### config.mk
export PLATFORM = sky130hd
export DESIGN_NAME = primorial_sieve_start_offset
export DESIGN_NICKNAME = d
export VERILOG_FILES = /design/src/sv/pss_pkg.sv /design/src/sv/pss_dp.sv /design/src/sv/pss_ctrl.sv /design/src/sv/primorial_sieve_start_offset.sv
export VERILOG_INCLUDE_DIRS = /design/src /design/src/sv
export SDC_FILE = /design/constraint.sdc
export NUM_CORES = 2
export LEC_CHECK = 0
export BUFFER_PORTS_ARGS = -buffer_cell sky130_fd_sc_hd__buf_2
export CORE_MARGIN = 10
export CORE_UTILIZATION = 38
export DETAILED_ROUTE_END_ITERATION = 10
export SYNTH_ARGS = -nofsm -noshare
export SYNTH_HDL_FRONTEND = slang
export SYNTH_SLANG_ARGS = --single-unit
### constraint.sdc
create_clock -name clk_i -period 10.75 [get_ports clk_i]
set_input_delay 0 -clock clk_i [delete_from_list [all_inputs] [get_ports clk_i]]
set_output_delay 0 -clock clk_i [all_outputs]
set_load 0.05 [all_outputs]
### src/sv/primorial_sieve_start_offset_assert.svh
// Assertion macros shared by the block's RTL files.
`ifndef PRIMORIAL_SIEVE_START_OFFSET_ASSERT_SVH
`define PRIMORIAL_SIEVE_START_OFFSET_ASSERT_SVH

// The consequent must hold in the same cycle as the antecedent.
`define PSS_ASSERT_NOW(lbl, ante, cons, msg) \
  lbl: assert property (@(posedge clk_i) disable iff (!rst_ni) (ante) |-> (cons)) \
    else $error(msg);

// The consequent must hold in the cycle after the antecedent.
`define PSS_ASSERT_NEXT(lbl, ante, cons, msg) \
  lbl: assert property (@(posedge clk_i) disable iff (!rst_ni) (ante) |=> (cons)) \
    else $error(msg);

`endif

### src/sv/pss_pkg.sv
package pss_pkg;

  // Data widths: modulus and results, and the signed Bezout coefficients.
  localparam int unsigned W    = 32;
  localparam int unsigned DW   = 2 * W;
  localparam int unsigned TW   = W + 2;
  localparam int unsigned CNTW = 6;

  // Factors whose product is the primorial 100#.
  localparam logic [W-1:0]  F0  = 32'd223092870;
  localparam logic [W-1:0]  F1  = 32'd2756205443;
  localparam logic [W-1:0]  F2  = 32'd907383479;
  localparam logic [W-1:0]  F3  = 32'd4132280413;
  localparam logic [DW-1:0] F01 = 64'(F0) * 64'(F1);

  // Step counts of the shift-subtract divider, minus one.
  localparam logic [CNTW-1:0] RED_STEPS_M1 = 6'd63;
  localparam logic [CNTW-1:0] EU_STEPS_M1  = 6'd31;

  // Last reduction stage index.
  localparam logic [1:0] LAST_STAGE = 2'd2;

  typedef enum logic [3:0] {
    CMD_NONE,
    CMD_LOAD,
    CMD_STEP,
    CMD_RED_MUL,
    CMD_EU_INIT,
    CMD_EU_DIV,
    CMD_EU_MUL,
    CMD_EU_UPD,
    CMD_FINAL,
    CMD_FAIL
  } cmd_op_e;

  typedef struct packed {
    cmd_op_e op;
    logic    sel_f3;
  } cmd_t;

  typedef struct packed {
    logic p_small;
    logic res_zero;
    logic nr_zero;
  } status_t;

  typedef enum logic [3:0] {
    S_IDLE,
    S_RED_DIV,
    S_RED_MUL,
    S_EU_INIT,
    S_EU_CHECK,
    S_EU_DIV,
    S_EU_MUL,
    S_EU_UPD,
    S_FINAL,
    S_FAIL
  } state_e;

endpackage

### src/sv/pss_dp.sv
module pss_dp (
  input  logic                      clk_i,
  input  pss_pkg::cmd_t             cmd_i,
  input  logic [pss_pkg::W-1:0]     modulus_i,
  output pss_pkg::status_t          status_o,
  output logic [pss_pkg::W-1:0]     start_index_o,
  output logic [pss_pkg::W-1:0]     inverse_value_o,
  output logic                      has_inverse_o
);

  localparam int unsigned W  = pss_pkg::W;
  localparam int unsigned DW = pss_pkg::DW;
  localparam int unsigned TW = pss_pkg::TW;

  logic [W-1:0]         p_q, p_d;
  logic [W:0]           rem_q, rem_d;
  logic [DW-1:0]        sh_q, sh_d;
  logic [W-1:0]         dvs_q, dvs_d;
  logic [W-1:0]         r_q, r_d, nr_q, nr_d;
  logic signed [TW-1:0] t_q, t_d, nt_q, nt_d, prod_q, prod_d;
  logic [W-1:0]         start_q, start_d, inv_q, inv_d;
  logic                 ok_q, ok_d;

  logic [W:0]             cand, diff;
  logic [W-1:0]           factor;
  logic signed [W:0]      q_s;
  logic signed [2*TW-1:0] prod_full;
  logic signed [TW-1:0]   t_adj;
  logic [W-1:0]           inv_c;

  // One restoring step: bring in the next dividend bit, subtract if it fits.
  assign cand = {rem_q[W-1:0], sh_q[DW-1]};
  assign diff = cand - {1'b0, dvs_q};

  assign factor    = cmd_i.sel_f3 ? pss_pkg::F3 : pss_pkg::F2;
  assign q_s       = $signed({1'b0, sh_q[W-1:0]});
  assign prod_full = q_s * nt_q;

  // Final correction of a negative coefficient into 0..p-1.
  assign t_adj = t_q[TW-1] ? t_q + $signed({2'b00, p_q}) : t_q;
  assign inv_c = t_adj[W-1:0];

  always_comb begin
    p_d     = p_q;
    rem_d   = rem_q;
    sh_d    = sh_q;
    dvs_d   = dvs_q;
    r_d     = r_q;
    nr_d    = nr_q;
    t_d     = t_q;
    nt_d    = nt_q;
    prod_d  = prod_q;
    start_d = start_q;
    inv_d   = inv_q;
    ok_d    = ok_q;
    case (cmd_i.op)
      pss_pkg::CMD_LOAD: begin
        p_d   = modulus_i;
        dvs_d = modulus_i;
        sh_d  = pss_pkg::F01;
        rem_d = '0;
      end
      pss_pkg::CMD_STEP: begin
        if (!diff[W]) begin
          rem_d = diff;
        end else begin
          rem_d = cand;
        end
        sh_d = {sh_q[DW-2:0], ~diff[W]};
      end
      pss_pkg::CMD_RED_MUL: begin
        sh_d  = {{W{1'b0}}, rem_q[W-1:0]} * {{W{1'b0}}, factor};
        rem_d = '0;
      end
      pss_pkg::CMD_EU_INIT: begin
        r_d  = p_q;
        nr_d = rem_q[W-1:0];
        t_d  = '0;
        nt_d = TW'(1);
      end
      pss_pkg::CMD_EU_DIV: begin
        sh_d  = {r_q, {W{1'b0}}};
        dvs_d = nr_q;
        rem_d = '0;
      end
      pss_pkg::CMD_EU_MUL: begin
        prod_d = $signed(prod_full[TW-1:0]);
      end
      pss_pkg::CMD_EU_UPD: begin
        t_d  = nt_q;
        nt_d = t_q - prod_q;
        r_d  = nr_q;
        nr_d = rem_q[W-1:0];
      end
      pss_pkg::CMD_FINAL: begin
        if ((r_q == W'(1)) && (inv_c != '0)) begin
          ok_d    = 1'b1;
          inv_d   = inv_c;
          start_d = p_q - inv_c;
        end else begin
          ok_d    = 1'b0;
          inv_d   = '0;
          start_d = '0;
        end
      end
      pss_pkg::CMD_FAIL: begin
        ok_d    = 1'b0;
        inv_d   = '0;
        start_d = '0;
      end
      default: begin
      end
    endcase
  end

  always_ff @(posedge clk_i) begin
    p_q     <= p_d;
    rem_q   <= rem_d;
    sh_q    <= sh_d;
    dvs_q   <= dvs_d;
    r_q     <= r_d;
    nr_q    <= nr_d;
    t_q     <= t_d;
    nt_q    <= nt_d;
    prod_q  <= prod_d;
    start_q <= start_d;
    inv_q   <= inv_d;
    ok_q    <= ok_d;
  end

  assign status_o.p_small  = (p_q[W-1:1] == '0);
  assign status_o.res_zero = (rem_q == '0);
  assign status_o.nr_zero  = (nr_q == '0);

  assign start_index_o   = start_q;
  assign inverse_value_o = inv_q;
  assign has_inverse_o   = ok_q;

endmodule

### src/sv/pss_ctrl.sv
module pss_ctrl (
  input  logic             clk_i,
  input  logic             rst_ni,
  input  logic             in_valid_i,
  output logic             in_ready_o,
  output logic             out_valid_o,
  input  logic             out_ready_i,
  input  pss_pkg::status_t status_i,
  output pss_pkg::cmd_t    cmd_o
);

  pss_pkg::state_e             state_q, state_d;
  logic [pss_pkg::CNTW-1:0]    cnt_q, cnt_d;
  logic [1:0]                  stage_q, stage_d;
  logic                        out_valid_q, out_valid_d;
  logic                        out_free;

  // The result register may be refilled when empty or being emptied.
  assign out_free = !out_valid_q || out_ready_i;

  always_ff @(posedge clk_i or negedge rst_ni) begin
    if (!rst_ni) begin
      state_q     <= pss_pkg::S_IDLE;
      cnt_q       <= '0;
      stage_q     <= '0;
      out_valid_q <= 1'b0;
    end else begin
      state_q     <= state_d;
      cnt_q       <= cnt_d;
      stage_q     <= stage_d;
      out_valid_q <= out_valid_d;
    end
  end

  // Sequencer for reduction, Euclid iterations and result write.
  always_comb begin
    state_d      = state_q;
    cnt_d        = cnt_q;
    stage_d      = stage_q;
    out_valid_d  = out_valid_q && !out_ready_i;
    cmd_o.op     = pss_pkg::CMD_NONE;
    cmd_o.sel_f3 = (stage_q == pss_pkg::LAST_STAGE);
    in_ready_o   = 1'b0;
    case (state_q)
      pss_pkg::S_IDLE: begin
        in_ready_o = 1'b1;
        if (in_valid_i) begin
          cmd_o.op = pss_pkg::CMD_LOAD;
          cnt_d    = pss_pkg::RED_STEPS_M1;
          stage_d  = '0;
          state_d  = pss_pkg::S_RED_DIV;
        end
      end
      pss_pkg::S_RED_DIV: begin
        cmd_o.op = pss_pkg::CMD_STEP;
        cnt_d    = cnt_q - pss_pkg::CNTW'(1);
        if (cnt_q == '0) begin
          if (stage_q == pss_pkg::LAST_STAGE) begin
            state_d = pss_pkg::S_EU_INIT;
          end else begin
            stage_d = stage_q + 2'd1;
            state_d = pss_pkg::S_RED_MUL;
          end
        end
      end
      pss_pkg::S_RED_MUL: begin
        cmd_o.op = pss_pkg::CMD_RED_MUL;
        cnt_d    = pss_pkg::RED_STEPS_M1;
        state_d  = pss_pkg::S_RED_DIV;
      end
      pss_pkg::S_EU_INIT: begin
        if (status_i.p_small || status_i.res_zero) begin
          state_d = pss_pkg::S_FAIL;
        end else begin
          cmd_o.op = pss_pkg::CMD_EU_INIT;
          state_d  = pss_pkg::S_EU_CHECK;
        end
      end
      pss_pkg::S_EU_CHECK: begin
        if (status_i.nr_zero) begin
          state_d = pss_pkg::S_FINAL;
        end else begin
          cmd_o.op = pss_pkg::CMD_EU_DIV;
          cnt_d    = pss_pkg::EU_STEPS_M1;
          state_d  = pss_pkg::S_EU_DIV;
        end
      end
      pss_pkg::S_EU_DIV: begin
        cmd_o.op = pss_pkg::CMD_STEP;
        cnt_d    = cnt_q - pss_pkg::CNTW'(1);
        if (cnt_q == '0) begin
          state_d = pss_pkg::S_EU_MUL;
        end
      end
      pss_pkg::S_EU_MUL: begin
        cmd_o.op = pss_pkg::CMD_EU_MUL;
        state_d  = pss_pkg::S_EU_UPD;
      end
      pss_pkg::S_EU_UPD: begin
        cmd_o.op = pss_pkg::CMD_EU_UPD;
        state_d  = pss_pkg::S_EU_CHECK;
      end
      pss_pkg::S_FINAL: begin
        if (out_free) begin
          cmd_o.op    = pss_pkg::CMD_FINAL;
          out_valid_d = 1'b1;
          state_d     = pss_pkg::S_IDLE;
        end
      end
      pss_pkg::S_FAIL: begin
        if (out_free) begin
          cmd_o.op    = pss_pkg::CMD_FAIL;
          out_valid_d = 1'b1;
          state_d     = pss_pkg::S_IDLE;
        end
      end
      default: begin
        state_d = pss_pkg::S_IDLE;
      end
    endcase
  end

  assign out_valid_o = out_valid_q;

endmodule

### src/sv/primorial_sieve_start_offset.sv
// For each request carrying a modulus p, the block reduces the primorial
// 100# modulo p and inverts that residue, then returns the inverse, a flag
// telling whether it exists, and the first k with k*100#+1 divisible by p
// (p minus the inverse, or 0 when there is none). One request is worked on
// at a time. A shared shift-subtract divider does the work: the three
// reductions run on it with a multiply between each two of them, and each
// extended Euclid iteration then runs 32 divider steps, a multiply, an
// update and a check, with at most about 46 iterations for a 32-bit
// modulus. A request that fails early (p below 2 or a zero residue)
// finishes right after the reductions. The result sits in an output
// register, so a new request can be accepted while the previous result
// still waits to be taken.
`include "primorial_sieve_start_offset_assert.svh"

module primorial_sieve_start_offset (
  input  logic        clk_i,
  input  logic        rst_ni,
  input  logic        in_valid_i,
  output logic        in_ready_o,
  input  logic [31:0] modulus_i,
  output logic        out_valid_o,
  input  logic        out_ready_i,
  output logic [31:0] start_index_o,
  output logic [31:0] inverse_value_o,
  output logic        has_inverse_o
);

  pss_pkg::cmd_t    cmd;
  pss_pkg::status_t status;

  // Sequencer.
  pss_ctrl u_ctrl (
    .clk_i       (clk_i),
    .rst_ni      (rst_ni),
    .in_valid_i  (in_valid_i),
    .in_ready_o  (in_ready_o),
    .out_valid_o (out_valid_o),
    .out_ready_i (out_ready_i),
    .status_i    (status),
    .cmd_o       (cmd)
  );

  // Divider, coefficient registers and result register.
  pss_dp u_dp (
    .clk_i           (clk_i),
    .cmd_i           (cmd),
    .modulus_i       (modulus_i),
    .status_o        (status),
    .start_index_o   (start_index_o),
    .inverse_value_o (inverse_value_o),
    .has_inverse_o   (has_inverse_o)
  );

  // A request starts a long computation, so the input side is busy next.
  `PSS_ASSERT_NEXT(a_busy_after_accept, in_valid_i && in_ready_o, !in_ready_o,
                   "ready after accept")
  // A failed result carries zero fields.
  `PSS_ASSERT_NOW(a_fail_zero, out_valid_o && !has_inverse_o,
                  (start_index_o == '0) && (inverse_value_o == '0),
                  "nonzero fields without inverse")
  // A valid inverse is never zero.
  `PSS_ASSERT_NOW(a_inv_nonzero, out_valid_o && has_inverse_o, inverse_value_o != '0,
                  "zero inverse flagged valid")

endmodule

* Word-level counts from Yosys, hierarchy flattened
Cells that the tools add are included.
** Storage, ports and cells
- Input port bits :: 36
- Logic and storage cells :: 116
- Output and inout port bits :: 67
- Flip-flop bits (word level) :: 405
** Operators by class
- Multiply operators :: 2
- Multiplexer cells :: 39
- Add/sub/neg operators :: 6
- Eq/ne operators :: 26
- Bitwise logic cells :: 1
- Reductions and logical operators :: 26
** Operators with widths (number)
- $pmux 32 s2 :: 4
- $pmux 64 s4 :: 1
- $pmux 34 s2 :: 2
- $mux 32 :: 4
- $pmux 4 s9 :: 2
- $pmux 33 s2 :: 1
- $mul 32x32->64 :: 1
- $mul 33x34->34 :: 1
- $sub 34x34->34 :: 1
- $logic_not 33->1 :: 1
- $mux 33 :: 1
- $sub 33x32->33 :: 1
- $add 32x32->32 :: 1
- $eq 32x1->1 const B :: 1
- $eq 4x3->1 const B :: 8
- $logic_not 32->1 :: 1
- $mux 4 :: 8
- $reduce_bool 32->1 :: 1
- $sub 32x32->32 :: 1
- $logic_not 31->1 :: 1
- $pmux 6 s4 :: 1
- $eq 4x2->1 const B :: 4
- $eq 4x4->1 const B :: 4
- $mux 6 :: 2
- 23 further kinds :: 47

* Logic depth before layout (Yosys ltp)
- Depth after elaboration :: 7
- Mapped depth :: 35
- Gate-level depth less buffers :: 32

* Hierarchy
A second synthesis with hierarchy kept.
** Second synthesis, totals
- Cells, all modules :: 6517
- Area, all modules :: 63612.3 um^2
** Modules (own cells, without submodules)
- pss_dp :: cells each 6414, instances 1, area each 62697.6 um^2
- pss_ctrl :: cells each 103, instances 1, area each 914.6 um^2

* Worst setup path before layout
OpenSTA, ideal clock, no wires.
- Path kind :: flip-flop to flip-flop
- Start point :: register u_ctrl.stage_q[0]
- End point :: register u_dp.sh_q[44] (data pin)
- Setup time :: 0.261 ns
- Setup slack :: 2.590 ns
- Cell stages (with the launch flop) :: 33
- Path buffers :: 4
- Arrival :: 7.898 ns
- Cell sequence :: dfrtp_1 -> inv_1 -> ha_1 -> clkbuf_1 -> clkbuf_1 -> clkbuf_1 -> nand2_1 -> inv_1 -> fa_1 -> fa_1 -> fa_1 -> inv_1 -> fa_1 -> inv_1 -> fa_1 -> inv_1 -> fa_1 -> inv_1 -> fa_1 -> fa_1 -> ha_1 -> clkbuf_1 -> a21oi_1 -> o21bai_1 -> a21o_1 -> a311o_1 -> a211oi_1 -> a21oi_1 -> or3b_1 -> a21oi_1 -> o21ai_1 -> xnor2_1 -> o21ai_1
** On the way
- Longest elaborated chain between the ends :: 4
** Ends and longest elaborated chain
- from (decl) :: line pss_ctrl.sv:14 : logic [1:0] stage_q, stage_d;
- from (signal assigned) :: line pss_ctrl.sv:30 : stage_q <= stage_d;
- $eq 2x2->1 :: line pss_ctrl.sv:42 : cmd_o.sel_f3 = (stage_q == pss_pkg::LAST_STAGE);
- $mux 32 :: line pss_dp.sv:35 : assign factor = cmd_i.sel_f3 ? pss_pkg::F3 : pss_pkg::F2;
- $mul 32x32->64 :: line pss_dp.sv:72 : sh_d = {{W{1'b0}}, rem_q[W-1:0]} * {{W{1'b0}}, factor};
- $pmux 64 s4 :: line pss_dp.sv:56 : case (cmd_i.op)
- via u_dp.sh_d[44] :: line pss_dp.sv:17 : logic [DW-1:0] sh_q, sh_d;
- to (signal assigned) :: line pss_dp.sv:119 : sh_q <= sh_d;
- to (decl) :: line pss_dp.sv:17
The timed path passes the listed nets, and every way through them passes these cells.
A chain may end at the register's enable or synchronous reset.

* Final worst setup path
- Start point :: register u_ctrl.stage_q[0]
- End point :: register u_dp.sh_q[58] (data pin)
The elaborated chain is that of the path after synthesis.

==> metrics.md <==
| Metric | Value |
|---|---|
| Status | `completed` |
| Multiplexer share of the synthesized area | `0.6635%` |
| Clock Path Buffers | `3` |
| Area Growth Syn to Fin | `7.784%` |
| Register area share after synthesis | `18.92%` |
| Initial drt markers | `3950` |
| R2R depth | `30` |
| CP required | `11.10 ns` |
| Worst path bufs/invs | `6` |
| Max-Cap Viols | `0` |
| Crit path top cell by count | `fa_1` |
| H-tree levels | `2` |
| # rows | `150` |
| Max-slew violation count | `0` |
| NumNets Final | `8506` |
| Crit path arrival time | `slightly below 10 ns` |
| Worst clock skew | `0.04627 ns` |
| Yosys reg bits | `405` |
| Core area | `167200 um2` |
| DR pass1 iterations | `6` |
| Slowest CP cell | `ha_2` |
| CTS tree | `built` |
| Register area | `12100 um2` |
| Final period util | `87.73%` |
| Final min period | `9.431 ns` |
| Hold_sp | `modulus_i[8]` |
| Filler cell count | `16.47k` |
| Max FO, Critical Path | `a little over 50` |
| Netlist cell types | `83` |
| Port buffer count | `102` |
| Fmax | `~110 MHz` |
| Vias | `47.26k` |
| DRT antenna net count | `0` |
| Clk_lat worst skew | `0.62 ns` |
| Multi-input logic area | `45760 um2` |
| GRT Max-Usage Layer | `met2` |
| GP Congestion | `0.9490` |
| XOR/XNOR share of the synthesized area | `3.603%` |
| Mapped Area | `roughly 64000 um2` |
| Worst-path clk slew | `~0.06 ns` |
| Clock root cell | `clkbuf_16` |
| Startpoint Class | `register` |
| Compound-cell area share of the yosys netlist | `roughly 8.1%` |
| Crit. End Element | `register` |
| First-pass GRT wire length | `309100 um` |
| Post-synthesis area per instance | `about 9.6 um2` |
| Endpoints failing setup | `0` |
| Global-route usage over all layers | `21.83%` |
| Num Clock Sinks | `405` |
| Worst reg2reg endpoint | `u_dp.sh_q[58]` |
| Vias/cell | `5.280` |
| I/O pin count | `103` |
| Die height | `430.2 um` |
| Prevailing post-synth register cell | `edfxtp_1` |
| Grt total ovfl | `0` |
| Reg2Reg Launch Point | `u_ctrl.stage_q[0]` |
| WS Path Type | `register to register` |
| Total CTS buffers | `46` |
| Vias in the first global route | `between 40k and 50k` |
| Post-synth EDFFs | `392` |
| Hold EP | `u_dp.p_q[8]` |
| M2 GR Usage | `34.92%` |
| Final Hold Fails | `0` |
| Synth Area in Simple Gates | `12.40%` |
| GRT met3 Usage | `between 2 and 3%` |
| Setup TNS | `0 ns` |
| Total wire length | `203400 um` |
| CP top delay family | `adder cells` |
| Hold crit path type | `input port to register` |
| Chip width | `430.2 um` |
| Largest stage delay on the critical path | `~0.79 ns` |
| Largest net degree at the start of global routing | `74` |
| Post-CTS setup buffer count | `0` |
| Dpl hpwl | `about 170000 um` |
| Adder-cell area share of the yosys netlist | `46.46%` |
| Met1 usage | `29.91%` |
| DIE AREA | `185000 um2` |
| Starting Density | `38.23%` |
| Slew @ Worst Pin | `1.224 ns` |
| RSZ-0062 raised after global routing | `false` |
| Syn Inst Count | `about 6.7k` |
| Initial antenna violation count | `15` |
| Largest family of logic cells by synthesized area | `adder cells` |
| Synth warnings | `0` |
| Routed len/inst | `22.72 um` |
| Layout cells sized above 1 | `4.551%` |
| R2R Setup Slk | `between 1 and 1.5 ns` |
| Hold path depth | `2` |
| Rel. slew slack | `a little under a fifth` |
| DRC Markers | `0` |
| FFs w/ async S/R, synth | `3.210%` |
synth_stat cells, drive strengths merged, types with 7 or more instances:
master	count	area share, %
o211a	7	0.11
a21oi	236	1.9
buf	23	0.21
o2111ai	10	0.14
a21boi	13	0.15
or2	19	0.19
and4	7	0.10
edfxtp	392	18
nand3	56	0.44
o21ai	150	1.2
nor2	296	1.7
and2	220	2.2
o31ai	14	0.16
nor2b	31	0.30
o31a	8	0.11
o311ai	7	0.096
nand2b	59	0.58
xnor2	178	2.4
or3	15	0.15
a211oi	38	0.45
mux2i	39	0.61
nor3b	9	0.11
dfrtp	13	0.51
ha	726	14
inv	1402	8.2
a211o	14	0.19
clkbuf	234	1.4
nor4	39	0.38
o21bai	27	0.32
and3	29	0.28
nor3	45	0.35
o21a	32	0.38
nand4	36	0.35
nand3b	8	0.094
a21o	117	1.4
o211ai	18	0.21
nand2	861	5.1
fa	1030	32
a31oi	33	0.32
xor2	85	1.2
a22oi	13	0.15
worst max-delay path by stage:
stage	cells after the start	end	slack, ns	startpoint
floorplan	32	u_dp.sh_q[44]	2.59	u_ctrl.stage_q[0]
global placement	28	u_dp.sh_q[55]	1.50	u_ctrl.stage_q[0]
detailed placement	25	u_dp.sh_q[59]	1.48	u_ctrl.stage_q[0]
CTS	28	u_dp.sh_q[55]	1.43	u_ctrl.stage_q[0]
global route	30	u_dp.sh_q[58]	0.99	u_ctrl.stage_q[0]
finish	30	u_dp.sh_q[58]	1.32	u_ctrl.stage_q[0]
state kept, by name, indices dropped and copies added (netlist names), 6 cells and up:
| register | count |
|---|---|
| u_dp.sh_q | 64 |
| u_dp.start_index_o | 32 |
| u_dp.inverse_value_o | 32 |
| u_dp.p_q | 32 |
| u_dp.t_q | 34 |
| u_ctrl.cnt_q | 6 |
| u_dp.nt_q | 34 |
| u_dp.dvs_q | 32 |
| u_dp.nr_q | 32 |
| u_dp.r_q | 32 |
| u_dp.rem_q | 33 |
| u_dp.prod_q | 34 |
per-layer routing:
metal  vias up  share of wire (%)
li1      21153                  -
met1     24040                 43
met2      1691                 46
met3       374                6.5
met4         2                5.0
met5         -             0.0064
final cells by class:
class                      count  share of cell area [%]
inverter                    1402                   7.637
sequential                   405                   17.56
clock buffer                  54                   1.760
multi-input combinational   4633                   66.41
antenna                        1                0.003632
clock inverter                26                  0.3940
tap                         2204                   4.002
timing repair buffer         226                   2.241
through the flow:
step           hold WS [ns]  utilization [%]  worst slack (ns)  area (um2)  instances
6_report             0.1705            41.21             1.319       68900       8951
5_1_grt              0.1689            41.21            0.9914       68900       8951
4_1_cts              0.1433            41.20             1.435       68900       8950
3_5_place_dp       -0.07890            40.10             1.481       67060       8834
3_3_place_gp       -0.07916            40.10             1.499       67060       8834
2_1_floorplan       -0.2956                -             2.590       64050       6697
kinds of logic (layout without fill, tap and decap cells):
logic type,after synthesis,after routing
buffers and inverters,1659,1708
flip-flops,405,405
other,2,34
AND/OR/NAND/NOR,1739,1739
AO/OA/AOI/OAI,800,800
XOR/XNOR,263,263
adder cells (fa/ha/maj),1756,1756
multiplexers,42,42
repair_timing:
item                                    4_1_cts  5_1_grt
hold endpoints to repair                     82        0
endpoints found under the setup margin        0        0
hold buffers                                 36        0
gates resized for setup                       0        0
cells in the final DEF (no fill, tap or decap), types with 33 or more instances in the layout:
cell type,Yosys,final
conb_1,2,33
a21oi_1,234,231
edfxtp_1,392,392
a31oi_1,33,33
xnor2_1,178,177
buf_2,4,102
nand2_1,861,860
ha_1,726,725
nand3_1,56,55
o21ai_0,144,144
nor4_1,39,38
and2_1,220,220
nand2b_1,59,59
nand4_1,36,36
xor2_1,85,85
inv_1,1402,1402
dlygate4sd3_1,0,36
a21o_1,117,117
buf_4,2,87
nor2_1,296,292
clkbuf_16,0,47
a211oi_1,37,37
nor3_1,45,44
mux2i_1,39,39
fa_1,1030,1030
Power is not shown: default switching activity piles up to over one toggle a cycle in this logic, so the estimate is an artifact.
